### src/hw/rtl/lss_pkg.sv
`default_nettype none

package lss_pkg;

    localparam int DEPTH  = 128;
    localparam int KEY_W  = 32;
    localparam int ADDR_W = $clog2(DEPTH);
    localparam int CNT_W  = $clog2(DEPTH + 1);

    localparam int OP_W   = 3;
    localparam int STAT_W = 2;
    localparam int VAL_W  = 32;
    localparam int POS_W  = 7;
    localparam int OCNT_W = 8;

    typedef enum logic [OP_W-1:0] {
        OP_PUSH   = 3'd0,
        OP_POP    = 3'd1,
        OP_PEEK   = 3'd2,
        OP_CLEAR  = 3'd3,
        OP_SEARCH = 3'd4
    } t_op;

    typedef enum logic [STAT_W-1:0] {
        ST_OK        = 2'd0,
        ST_FULL      = 2'd1,
        ST_EMPTY     = 2'd2,
        ST_NOT_FOUND = 2'd3
    } t_status;

    typedef enum logic [1:0] {
        S_IDLE,
        S_READ,
        S_SCAN
    } t_state;

    typedef struct packed {
        t_status                  status;
        logic signed [VAL_W-1:0]  value;
        logic [POS_W-1:0]         position;
        logic [OCNT_W-1:0]        count;
    } t_result;

endpackage

`default_nettype wire

### src/hw/rtl/lss_rsp_if.sv
`default_nettype none

interface lss_rsp_if
    import lss_pkg::*;
();
    logic                    valid;
    logic                    ready;
    logic [STAT_W-1:0]       status;
    logic signed [VAL_W-1:0] value;
    logic [POS_W-1:0]        position;
    logic [OCNT_W-1:0]       count;

    modport source (output valid, output status, output value, output position,
                    output count, input ready);
    modport sink   (input valid, input status, input value, input position,
                    input count, output ready);
endinterface

`default_nettype wire

### src/hw/rtl/lss_out_reg.sv
`default_nettype none

module lss_out_reg
    import lss_pkg::*;
(
    input  wire logic    i_clk,
    input  wire logic    i_rst_n,
    input  wire logic    i_load,
    input  wire t_result i_result,
    output logic         o_free,
    lss_rsp_if.source    o_rsp
);

    logic    r_valid;
    t_result r_result;

    always_ff @(posedge i_clk) begin
        if (!i_rst_n) begin
            r_valid <= 1'b0;
        end else if (i_load) begin
            r_valid <= 1'b1;
        end else if (o_rsp.ready) begin
            r_valid <= 1'b0;
        end
    end

    always_ff @(posedge i_clk) begin
        if (i_load) begin
            r_result <= i_result;
        end
    end

    assign o_free         = !r_valid || o_rsp.ready;
    assign o_rsp.valid    = r_valid;
    assign o_rsp.status   = r_result.status;
    assign o_rsp.value    = r_result.value;
    assign o_rsp.position = r_result.position;
    assign o_rsp.count    = r_result.count;

endmodule

`default_nettype wire

### src/flat_wrapper.sv
// flat-port wrapper written by rule: the top's interface ports become plain ports
module lss_out_reg_flat import lss_pkg::*;
  (i_clk, i_rst_n, i_load, i_result, o_free, o_rsp_valid, o_rsp_status, o_rsp_value, o_rsp_position, o_rsp_count, o_rsp_ready);
  lss_rsp_if o_rsp_i ();
  input  wire logic i_clk;
  input  wire logic i_rst_n;
  input  wire logic i_load;
  input  wire t_result i_result;
  output logic o_free;
  output wire logic [$bits(o_rsp_i.valid)-1:0] o_rsp_valid;
  output wire logic [$bits(o_rsp_i.status)-1:0] o_rsp_status;
  output wire logic [$bits(o_rsp_i.value)-1:0] o_rsp_value;
  output wire logic [$bits(o_rsp_i.position)-1:0] o_rsp_position;
  output wire logic [$bits(o_rsp_i.count)-1:0] o_rsp_count;
  input wire logic [$bits(o_rsp_i.ready)-1:0] o_rsp_ready;
  assign o_rsp_valid = o_rsp_i.valid;
  assign o_rsp_status = o_rsp_i.status;
  assign o_rsp_value = o_rsp_i.value;
  assign o_rsp_position = o_rsp_i.position;
  assign o_rsp_count = o_rsp_i.count;
  assign o_rsp_i.ready = o_rsp_ready;
  lss_out_reg u_core (.i_clk(i_clk), .i_rst_n(i_rst_n), .i_load(i_load), .i_result(i_result), .o_free(o_free), .o_rsp(o_rsp_i));
endmodule
### config.mk
export PLATFORM = sky130hd
export DESIGN_NAME = lss_out_reg_flat
export DESIGN_NICKNAME = d
export VERILOG_FILES = /design/src/hw/rtl/lss_pkg.sv /design/src/hw/rtl/lss_rsp_if.sv /design/src/hw/rtl/lss_out_reg.sv /design/src/flat_wrapper.sv
export SDC_FILE = /design/constraint.sdc
export NUM_CORES = 1
export LEC_CHECK = 0
export ABC_AREA = 1
export BUFFER_PORTS_ARGS = -buffer_cell sky130_fd_sc_hd__buf_2
export CORE_MARGIN = 3
export CORE_UTILIZATION = 45
export CTS_BUF_LIST = sky130_fd_sc_hd__clkbuf_8
export DETAILED_ROUTE_END_ITERATION = 16
export GPL_ROUTABILITY_DRIVEN = 0
export PLACE_DENSITY_LB_ADDON = 0.15
export SLEW_MARGIN = 20
export SYNTH_ARGS = -nofsm -noshare
export SYNTH_HDL_FRONTEND = slang
export SYNTH_SLANG_ARGS = --single-unit
### constraint.sdc
create_clock -name i_clk -period 1.1 [get_ports i_clk]
set_input_delay 0.22 -clock i_clk [delete_from_list [all_inputs] [get_ports i_clk]]
set_output_delay 0.22 -clock i_clk [all_outputs]
set_load 0.02 [all_outputs]
=== Word-level counts from Yosys, hierarchy flattened ===
Index checks and enable logic that the tools add are counted.
Widths: inputs -> output; s select.

* Bits in registers: 50
* Logic and storage cells: 10
* Input bits: 53

* Muxes and demuxes: 2
* Reduce and logical (&&, ||, !) cells: 3

{| class="wikitable"
|+ Operator list
! cell !! count
|-
| $mux 1 || 2
|-
| $reduce_bool 2->1 || 1
|-
| $logic_not 1->1 || 1
|-
| $logic_or 1x1->1 || 1
|}

=== Depth between registers and ports, before layout ===
Gate-level depths: netlist (run 1).

* Depth in word-level cells: 2
* Gate-level depth with buffers: 3
* Gate-level depth less buffers: 3

=== Least setup slack after synthesis (run 1) ===
Ideal clock, no wire load.

* Path kind: flip-flop to output port
* Start point: reg u_core.r_valid (netlist: u_core.o_rsp.valid)
* End point: out o_free
* Arrival: 0.580 ns
* Buffers on the path: 0
* Path slack: 0.300 ns
* Cell stages (with the launch flop): 2
* Cells stage by stage: dfxtp_1 nand2_2

* Cells in the longest elaborated chain, start to end: 2

{| class="wikitable"
|+ RTL lines
! what !! line !! RTL
|-
| start: declaration || lss_out_reg.sv:14 || <nowiki>logic r_valid;</nowiki>
|-
| start signal: assignment || lss_out_reg.sv:19 || <nowiki>r_valid <= 1'b0;</nowiki>
|-
| start signal: assignment || lss_out_reg.sv:21 || <nowiki>r_valid <= 1'b1;</nowiki>
|-
| start signal: assignment || lss_out_reg.sv:23 || <nowiki>r_valid <= 1'b0;</nowiki>
|-
| $logic_not 1->1 || lss_out_reg.sv:33 || <nowiki>assign o_free = !r_valid || o_rsp.ready;</nowiki>
|-
| $logic_or 1x1->1 || lss_out_reg.sv:33 ||
|-
| end: declaration || flat_wrapper.sv:9 || <nowiki>output logic o_free;</nowiki>
|}

No other way between the ends.

=== Final worst setup path (run 1) ===
* Start point: reg u_core.r_result, in the netlist u_core.o_rsp.value[13]
* End point: out o_rsp_value[13]

{| class="wikitable"
|+ RTL lines
! what !! line !! RTL
|-
| start: declaration || lss_out_reg.sv:15 || <nowiki>t_result r_result;</nowiki>
|-
| start signal: assignment || lss_out_reg.sv:29 || <nowiki>r_result <= i_result;</nowiki>
|-
| end: declaration || flat_wrapper.sv:12 || <nowiki>output wire logic [$bits(o_rsp_i.value)-1:0] o_rsp_value;</nowiki>
|}

No word-level cell between the ends.

==> flow_summary.toml, run 1 <==
[detailed_routing]
drt_iter0_drc = 32
dr.pass1.iters = 4
ant_nets = 0
viasPerCell = 4.264
postRouteWirelength_um = 2771
drc = 0
vias = 904
routedWlPerCell_um = 13.07

[worst_setup_path]
crit_type = "flop to primary output"
r2r_cells = 2
start_kind = "flop"
cp.buffers_inverters = 1
cp.required_ns = 0.88
path_cells = "buf_6"
cp_max_fo = 1
critical_path.max_stage_delay_ns = 0.41
crit_path_top_delay_cell = "edfxtp_1"
path_delay_family = "flip-flops"
arrival_ns = 0.85
setup.worst_path.end_class = "primary output"
crit_cells = 1

[final_layout]
synthToLayoutAreaGrowth_pct = 47.32
n_antenna_cell = 0
drive_gt1_share_pct = 67.86
nNetsFinal = 220
fillers = 211

[sta]
min_period_over_period_pct = 97.37
clock_skew_ns = 0
fmax_mhz = 933.6
holdWs_ns = 0.1009
rsz0062_at_grt = "true"
fin_crit_ns = 1.071
fin_ws_ns = 0.02891
hold_viol = 0
setup_viol = 0
tightestPinTransition_ns = 0.1441
slew_viol_final = 0
slew_headroom_pct = 90.40

[cts]
cts_tree = "done"
cts_buffer_depth = 2
holdBufCountCts = 0
cts-root-buf = "clkbuf_8"
cts_resized = 0
numCtsBuffers = 5
clk_latency_ns = 0.28
h-tree-depth = 2
postCtsSetupBuffers = 0
path_clk_slew_ns = 0.08
clock_sinks = 50

[floorplan]
initial_core_util_pct = 48.52
die_h_um = 64.08
core_area_um2 = 3128
dieWidth_um = 64.08
num_io_pins = 104
rows = 20
die_area_um2 = 4106

[yosys]
synth_top_area_cell = "edfxtp_1"
yosysSeqAreaShare_pct = 98.27
synth.distinct_cells = 5
synth_area_leaders = "edfxtp_1, dfxtp_1, inv_1"
synth_seq_cells = 50
syn_area_um2 = 1518
syn_area_per_cell_um2 = 27.59
syn_inst = 55
yosysWarnings = 0
synth_fp_nets = 108
synth_top_area_share_pct = 96.95

[power]
pwr-share-comb_pct = 13.2
clockPowerShare_pct = 25.2
intPower_mw = 2.870
power_frac_seq_pct = 61.6
p_switching_uw = 848.7
swShare_pct = 22.82
p_leak_nw = 0.9875
power_density_nw_per_um2 = 1663
max-vdd-ir-drop_uv = 1047

[flow_run]
cap_violations = 0

[global_routing]
grt_start_max_net_pins = 28
antenna_found_initial = 0
gr-total-overflow = 0
first_global_vias = 920
track_usage_pct = 14.08
grt_pass1_wl_um = 4119

[min_path]
hp-class = "primary input to flop"
hold_depth = 1

[place]
portBuffers = 103
pre_cts_slack_ns = 0.2326
dp_hpwl_um = 2157

[status]
outcome = "finished clean"
[power by group through the flow]
stage | Clock [mW] | Sequential (mW) | Combinational [mW]
after detailed placement | 0 | 2.33 | 0.486
after global placement | 0 | 2.32 | 0.478
final | 0.938 | 2.29 | 0.491
after global routing | 1.05 | 2.30 | 0.523
after floorplan | 0 | 2.54 | 0.00859
after CTS | 0.976 | 2.29 | 0.486
[state kept, by name, summed over array words and instances (netlist names)]
signal                 cells
u_core.o_rsp.valid         1
u_core.o_rsp.position      7
u_core.o_rsp.count         8
u_core.o_rsp.value        32
u_core.o_rsp.status        2
[metal layers]
layer | GRT usage [%] | vias to the layer above | part of all wire (%)
met1 | 14.53 | 403 | 34
met5 | 0 | - | 0
met2 | 24.77 | 61 | 53
li1 | - | 436 | -
met4 | 8.086 | 0 | 1.4
met3 | 4.569 | 4 | 12
[layout by cell type, fill, tap and decap left out]
master and instances:
a21oi_2 1, buf_12 2, buf_2 99, buf_6 4, clkbuf_8 5, clkinv_1 1, clkinv_2 1, dfxtp_2 1
edfxtp_1 49, inv_1 4, nand2_2 1
[layout make-up]
class / instances / area (µm²) / area share (%)
repair buffers: 105 / 580.6 / 25.97
well taps: 44 / 55.05 / 2.462
clock inverters: 3 / 12.51 / 0.5596
multi-input cells: 2 / 15.01 / 0.6715
flip-flops and latches: 50 / 1493 / 66.76
inverters: 3 / 11.26 / 0.5036
clock buffers: 5 / 68.82 / 3.078
[cells by family (layout without fill, tap and decap cells)]
group                  count (synthesis)  in the layout  share of synthesized area (%)
AO/OA/AOI/OAI                          1              1                         0.5772
AND/OR/NAND/NOR                        1              1                         0.4125
flip-flops                            50             50                          98.27
buffers and inverters                  3            116                         0.7419
[Yosys cell counts]
cell,instances
a21oi_2,1
nand2_2,1
inv_1,3
dfxtp_1,1
edfxtp_1,49
[path summary, 6_finish.rpt]
path	start	to	slack, ns
setup / recovery	u_core.o_rsp.value[13]	o_rsp_value[13]	0.03
hold / removal	i_result[39]	u_core.o_rsp.value[24]	0.10
setup reg to reg	u_core.o_rsp.valid	u_core.o_rsp.valid	0.53
hold reg to reg	u_core.o_rsp.valid	u_core.o_rsp.valid	0.49
[stage by stage]
step	cell area (µm²)	setup TNS (ns)	utilization [%]	cells	total power, mW
floorplan	1518	0	-	55	2.545
global placement	2128	0	68.04	204	2.803
detailed placement	2128	0	68.04	204	2.818
CTS	2210	0	70.64	212	3.750
global route	2236	-0.006115	71.48	212	3.877
finish	2236	0	71.48	212	3.719
No activity file was read; power rests on OpenSTA's default activity.
==> inputs of run 2 (changes only) <==
Settings changed: CORE_UTILIZATION 45 to 38.
Clock period 1.1 ns to 0.9 ns, I/O delays scaled along.
==> run 2 against run 1 <==
The run now ends with setup timing left. Wire length is 4.9% higher. Total power is 29% higher. Clock skew stayed put. Via count is 0.33% higher. Clock power is 33% higher. Setup slack worse by 0.17 ns. Register-to-register slack worse by 0.34 ns. Largest cell class unchanged. Highest routed layer unchanged.
==> flow_summary.toml, run 2 (same netlist as run 1, synthesis figures left out) <==
[final_layout]
mostFrequentLayoutCells = "buf_2, edfxtp_1, buf_6, clkbuf_8, inv_1"
drive_gt1_share_pct = 68.82
multiInputGateArea_um2 = 15.01
n_antenna_cell = 0
nNetsFinal = 222
fillers = 285
fin_cells = 218
largest_reg_flops = 32
synthToLayoutAreaGrowth_pct = 60.43
seq_area_um2 = 1493
final_common_cell = "buf_2"

[detailed_routing]
viasPerCell = 4.161
met1_length_um = 983
dr_wl_met3_um = 395
drc = 0
routedWlPerCell_um = 13.34
vias = 907
ant_nets = 0
postRouteWirelength_um = 2908
drt_iter0_drc = 23
dr.pass1.iters = 2
highest-signal-layer = "met4"
wl_met2_um = 1485

[power]
p_switching_mw = 1.080
intPower_mw = 3.710
pwr-share-comb_pct = 14.9
swShare_pct = 22.55
clockPowerShare_pct = 26.1
p_leak_nw = 1.059
power_frac_seq_pct = 58.9
max-vdd-ir-drop_uv = 1394
power_density_nw_per_um2 = 1967

[cts]
h-tree-depth = 2
cts-root-buf = "clkbuf_8"
holdBufCountCts = 0
cts_tree = "done"
cts_buffer_depth = 2
numCtsBuffers = 5
path_clk_slew_ns = 0.08
clk_latency_ns = 0.29
clock_sinks = 50

[min_path]
hp-class = "primary input to flop"
hold_depth = 1

[place]
portBuffers = 103
dp_hpwl_um = 2195
placedCellCount = 209

[floorplan]
rows = 22
die_h_um = 69.20
die_area_um2 = 4788
initial_core_util_pct = 40.54
dieWidth_um = 69.20
num_io_pins = 104
core_area_um2 = 3744

[worst_setup_path]
critical_path.max_stage_delay_ns = 0.42
path_delay_family = "flip-flops"
crit_cells = 1
cp.required_ns = 0.72
crit_path_top_delay_cell = "edfxtp_1"
start_kind = "flop"
r2r_cells = 3
crit_type = "flop to primary output"
setup.worst_path.end_class = "primary output"
arrival_ns = 0.87
cp.buffers_inverters = 1
path_cells = "buf_6"
cp_max_fo = 1

[sta]
slew_viol_final = 0
tns_ns = -4.923
min_period_over_period_pct = 116.2
hold_viol = 0
rsz0062_at_grt = "true"
slew_headroom_pct = 91.19
tightestPinTransition_ns = 0.1322
setup_viol = 51
clock_skew_ns = 0
fmax_mhz = 956.1
fin_ws_ns = -0.1460
fin_crit_ns = 1.046

[flow_run]
cap_violations = 0

[global_routing]
first_global_vias = 956
gr-total-overflow = 0
grt_start_max_net_pins = 26
antenna_found_initial = 0
grt_pass1_wl_um = 4471
track_usage_pct = 12.42

[status]
violations = "setup timing"
outcome = "complete, but fails checks"
==> run 2: worst paths after layout <==
path | slack, ns | startpoint | to
setup / recovery | -0.15 | u_core.o_rsp.status[0] | o_rsp_status[0]
hold / removal | 0.06 | i_result[13] | u_core.o_rsp.position[5]
setup reg to reg | 0.19 | u_core.o_rsp.valid | u_core.o_rsp.valid
hold reg to reg | 0.59 | u_core.o_rsp.valid | u_core.o_rsp.valid
==> run 2: per-layer routing <==
metal | vias to the layer above | global-route usage, %
met5 | - | 0
met4 | 0 | 5.857
met3 | 5 | 7.391
met2 | 60 | 20.34
met1 | 402 | 12.55
li1 | 440 | -
==> run 2: timing repair <==
item | CTS | global route
gates resized for setup | 21 | 42
buffers inserted | 0 | 1
setup endpoints to repair | 51 | 51
pin swaps | 1 | 1
==> run 2: metrics by stage <==
| stage | utilization [%] | setup WS (ns) | total power, mW | cell area, µm² | hold WS (ns) |
|---|---|---|---|---|---|
| after detailed placement | 57.19 | 0.06942 | 3.447 | 2141 | 0.3581 |
| after floorplan | - | 0.1282 | 3.110 | 1518 | 0.2789 |
| after global routing | 65.04 | -0.1793 | 5.006 | 2435 | 0.03636 |
| final | 65.04 | -0.1460 | 4.790 | 2435 | 0.05602 |
| after CTS | 61.33 | -0.1418 | 4.749 | 2296 | 0.04292 |
| after global placement | 57.19 | 0.07508 | 3.435 | 2141 | 0.3565 |
==> run 2: final cells by class <==
class / count / area share [%]
flip-flops and latches: 50 / 61.31
clock buffers: 6 / 3.392
inverters: 3 / 0.4625
multi-input cells: 2 / 0.6166
well taps: 48 / 2.467
clock inverters: 2 / 0.3597
repair buffers: 107 / 31.40
==> run 2: power by group through the flow <==
stage	Clock (mW)	Combinational [mW]	Sequential, mW
final	1.25	0.716	2.82
after global routing	1.41	0.757	2.84
after CTS	1.31	0.639	2.80
after detailed placement	0	0.600	2.85
after global placement	0	0.593	2.84
after floorplan	0	0.0105	3.10
==> inputs of run 3 (changes only) <==
Settings changed: ABC_AREA 1 to not set, CORE_UTILIZATION 38 to 42.
Clock period 0.9 ns to 1.2 ns, I/O delays scaled along.
==> run 3 against run 2 <==
The flow now finishes without violations. Synthesized cell count shrank 3.6%. Final cell count down 2.8%. First-iteration DRC count did not move. Worst hold slack better by 0.071 ns. Setup slack better by 0.22 ns. Combinational power fell by 39%. Flip-flop and latch count unchanged. Clock skew unchanged. Clock power shrank 33%. Largest power group unchanged.
==> flow_summary.toml, run 3 <==
[worst_setup_path]
cp-startpoint = "u_core.o_rsp.valid"
cp_max_fo = 2
cp.required_ns = 0.96
setup.worst_path.end_class = "primary output"
r2r_cells = 2
rr_startpoint = "u_core.o_rsp.valid"
r2r_setup_slack_ns = 0.57
start_kind = "flop"
crit_type = "flop to primary output"
arrival_ns = 0.89
r2r-end = "u_core.o_rsp.valid"

[min_path]
hold_end = "u_core.o_rsp.value[0]"
hp-class = "primary input to flop"
min_from = "i_result[15]"
hold_depth = 1

[power]
pwr-share-comb_pct = 13.0
swShare_pct = 22.35
p_leak_nw = 0.9742
finalPower_mw = 3.376
p_switching_uw = 754.5
power_frac_seq_pct = 62.1
max-vdd-ir-drop_uv = 921.5
power_density_nw_per_um2 = 1524
clockPowerShare_pct = 24.9
intPower_mw = 2.621

[sta]
fin_crit_ns = 1.127
hold_viol = 0
holdWs_ns = 0.1274
slew_headroom_pct = 89.65
clock_skew_ns = 0
min_period_over_period_pct = 93.94
fmax_mhz = 887.1
tns_ns = 0
setup_viol = 0
fin_ws_ns = 0.07277
rsz0062_at_grt = "false"
slew_viol_final = 0
tightestPinTransition_ns = 0.1553

[final_layout]
drive_gt1_share_pct = 68.07
fin_area_um2 = 2215
synthToLayoutAreaGrowth_pct = 45.68
nNetsFinal = 218
largest_reg_flops = 32
final_common_cell = "buf_2"
n_antenna_cell = 0
mostFrequentLayoutCells = "buf_2, edfxtp_1, clkbuf_8, inv_1, buf_12"

[yosys]
synth_ff_type = "edfxtp_1"
synth_fp_nets = 106
syn_area_um2 = 1520
yosysSeqAreaShare_pct = 98.11
synth_top_area_share_pct = 96.79
synth_area_leaders = "edfxtp_1, dfxtp_1, nand2b_4"
synth_compound_area_share_pct = 0.7407
synth_adder_area_share_pct = 0
synth_edf_count = 49
synth_xor_area_share_pct = 0
syn_area_per_cell_um2 = 28.68
synth_top_family_by_area = "simple AND/OR/NAND/NOR gates"
synth_seq_cells = 50
synthMuxAreaShare_pct = 0
synth_top_area_cell = "edfxtp_1"
yosys.area_share.simple_pct = 0.9053
synth.distinct_cells = 5
synthArstFlopShare_pct = 0
synth_common_cells = "edfxtp_1, a21boi_2, dfxtp_1, inv_1, nand2b_4"
yosysMostFrequentCell = "edfxtp_1"
syn_inst = 53
yosysWarnings = 0

[cts]
postCtsSetupBuffers = 0
cts-root-buf = "clkbuf_8"
cts_resized = 0
clk_latency_ns = 0.28
numCtsBuffers = 5
h-tree-depth = 2
cts_buffer_depth = 2
path_clk_slew_ns = 0.08
cts_tree = "done"
holdBufCountCts = 0
clock_sinks = 50

[detailed_routing]
postRouteWirelength_um = 2609
drc = 0
met1_length_um = 839
drt_iter0_drc = 23
dr_wl_met3_um = 363
highest-signal-layer = "met4"
ant_nets = 0
vias = 889
routedWlPerCell_um = 12.31
dr.pass1.iters = 2
wl_met2_um = 1352
viasPerCell = 4.193

[floorplan]
rows = 21
num_io_pins = 104
die_area_um2 = 4377
core_area_um2 = 3416
dieWidth_um = 66.16
initial_core_util_pct = 44.51
die_h_um = 66.16

[global_routing]
gr-total-overflow = 0
first_global_vias = 888
grt_pass1_wl_um = 3705
track_usage_pct = 11.74
antenna_found_initial = 0
grt_start_max_net_pins = 31

[place]
post_dp_cell_area_um2 = 2133
portBuffers = 103
pre_cts_slack_ns = 0.3001

[status]
outcome = "finished clean"

[flow_run]
cap_violations = 0
==> run 3: cell types whose count changed in the layout (fill, tap and decap cells not counted), moves of 2 or more <==
| cell | before | now |
|---|---|---|
| buf_6 | 31 | 0 |
| buf_2 | 72 | 103 |
| inv_1 | 4 | 2 |
| buf_4 | 2 | 0 |
==> run 3: worst max path at each step <==
| stage | to | slack, ns | cells after the start |
|---|---|---|---|
| floorplan | o_free | 0.38 | 1 |
| global placement | u_core.o_rsp.value[4] | 0.31 | 2 |
| detailed placement | u_core.o_rsp.value[4] | 0.30 | 2 |
| CTS | o_free | 0.06 | 2 |
| global route | o_free | 0.02 | 2 |
| finish | o_free | 0.07 | 2 |
==> run 3: critical path, stage by stage (launching register included) <==
cell      delay [ns]
dfxtp_1         0.39
nand2b_4        0.07
buf_2           0.15
==> run 3: area by class of cell <==
| class | instances | area [µm²] |
|---|---|---|
| multi-input cells | 2 | 25.02 |
| inverters | 1 | 3.754 |
| repair buffers | 105 | 555.5 |
| clock inverters | 3 | 12.51 |
| fillers | 259 | 1201 |
| well taps | 46 | 57.56 |
| clock buffers | 5 | 68.82 |
| flip-flops and latches | 50 | 1491 |
==> run 3: per-layer routing <==
layer  track usage [%]  vias up
met2             19.95       61
met4             6.091        0
met5                 0        -
met1             11.90      390
met3             5.442        6
li1                  -      432
==> run 3: power groups by stage <==
stage / Sequential, mW / Combinational [mW] / Clock, mW
3_5_place_dp: 2.14 / 0.444 / 0
2_1_floorplan: 2.33 / 0.00867 / 0
6_report: 2.10 / 0.438 / 0.842
3_3_place_gp: 2.13 / 0.439 / 0
5_1_grt: 2.11 / 0.469 / 0.962
4_1_cts: 2.10 / 0.444 / 0.889
==> run 3: stage by stage <==
step,util [%],cells
2_1_floorplan,-,53
3_3_place_gp,62.45,204
3_5_place_dp,62.45,204
4_1_cts,64.84,212
5_1_grt,64.84,212
6_report,64.84,212
==> run 3: kinds of logic after synthesis <==
logic type / count (synthesis)
AOI/OAI and AO/OA: 1
buffers and inverters: 1
DFF: 50
and+or+nand+nor: 1
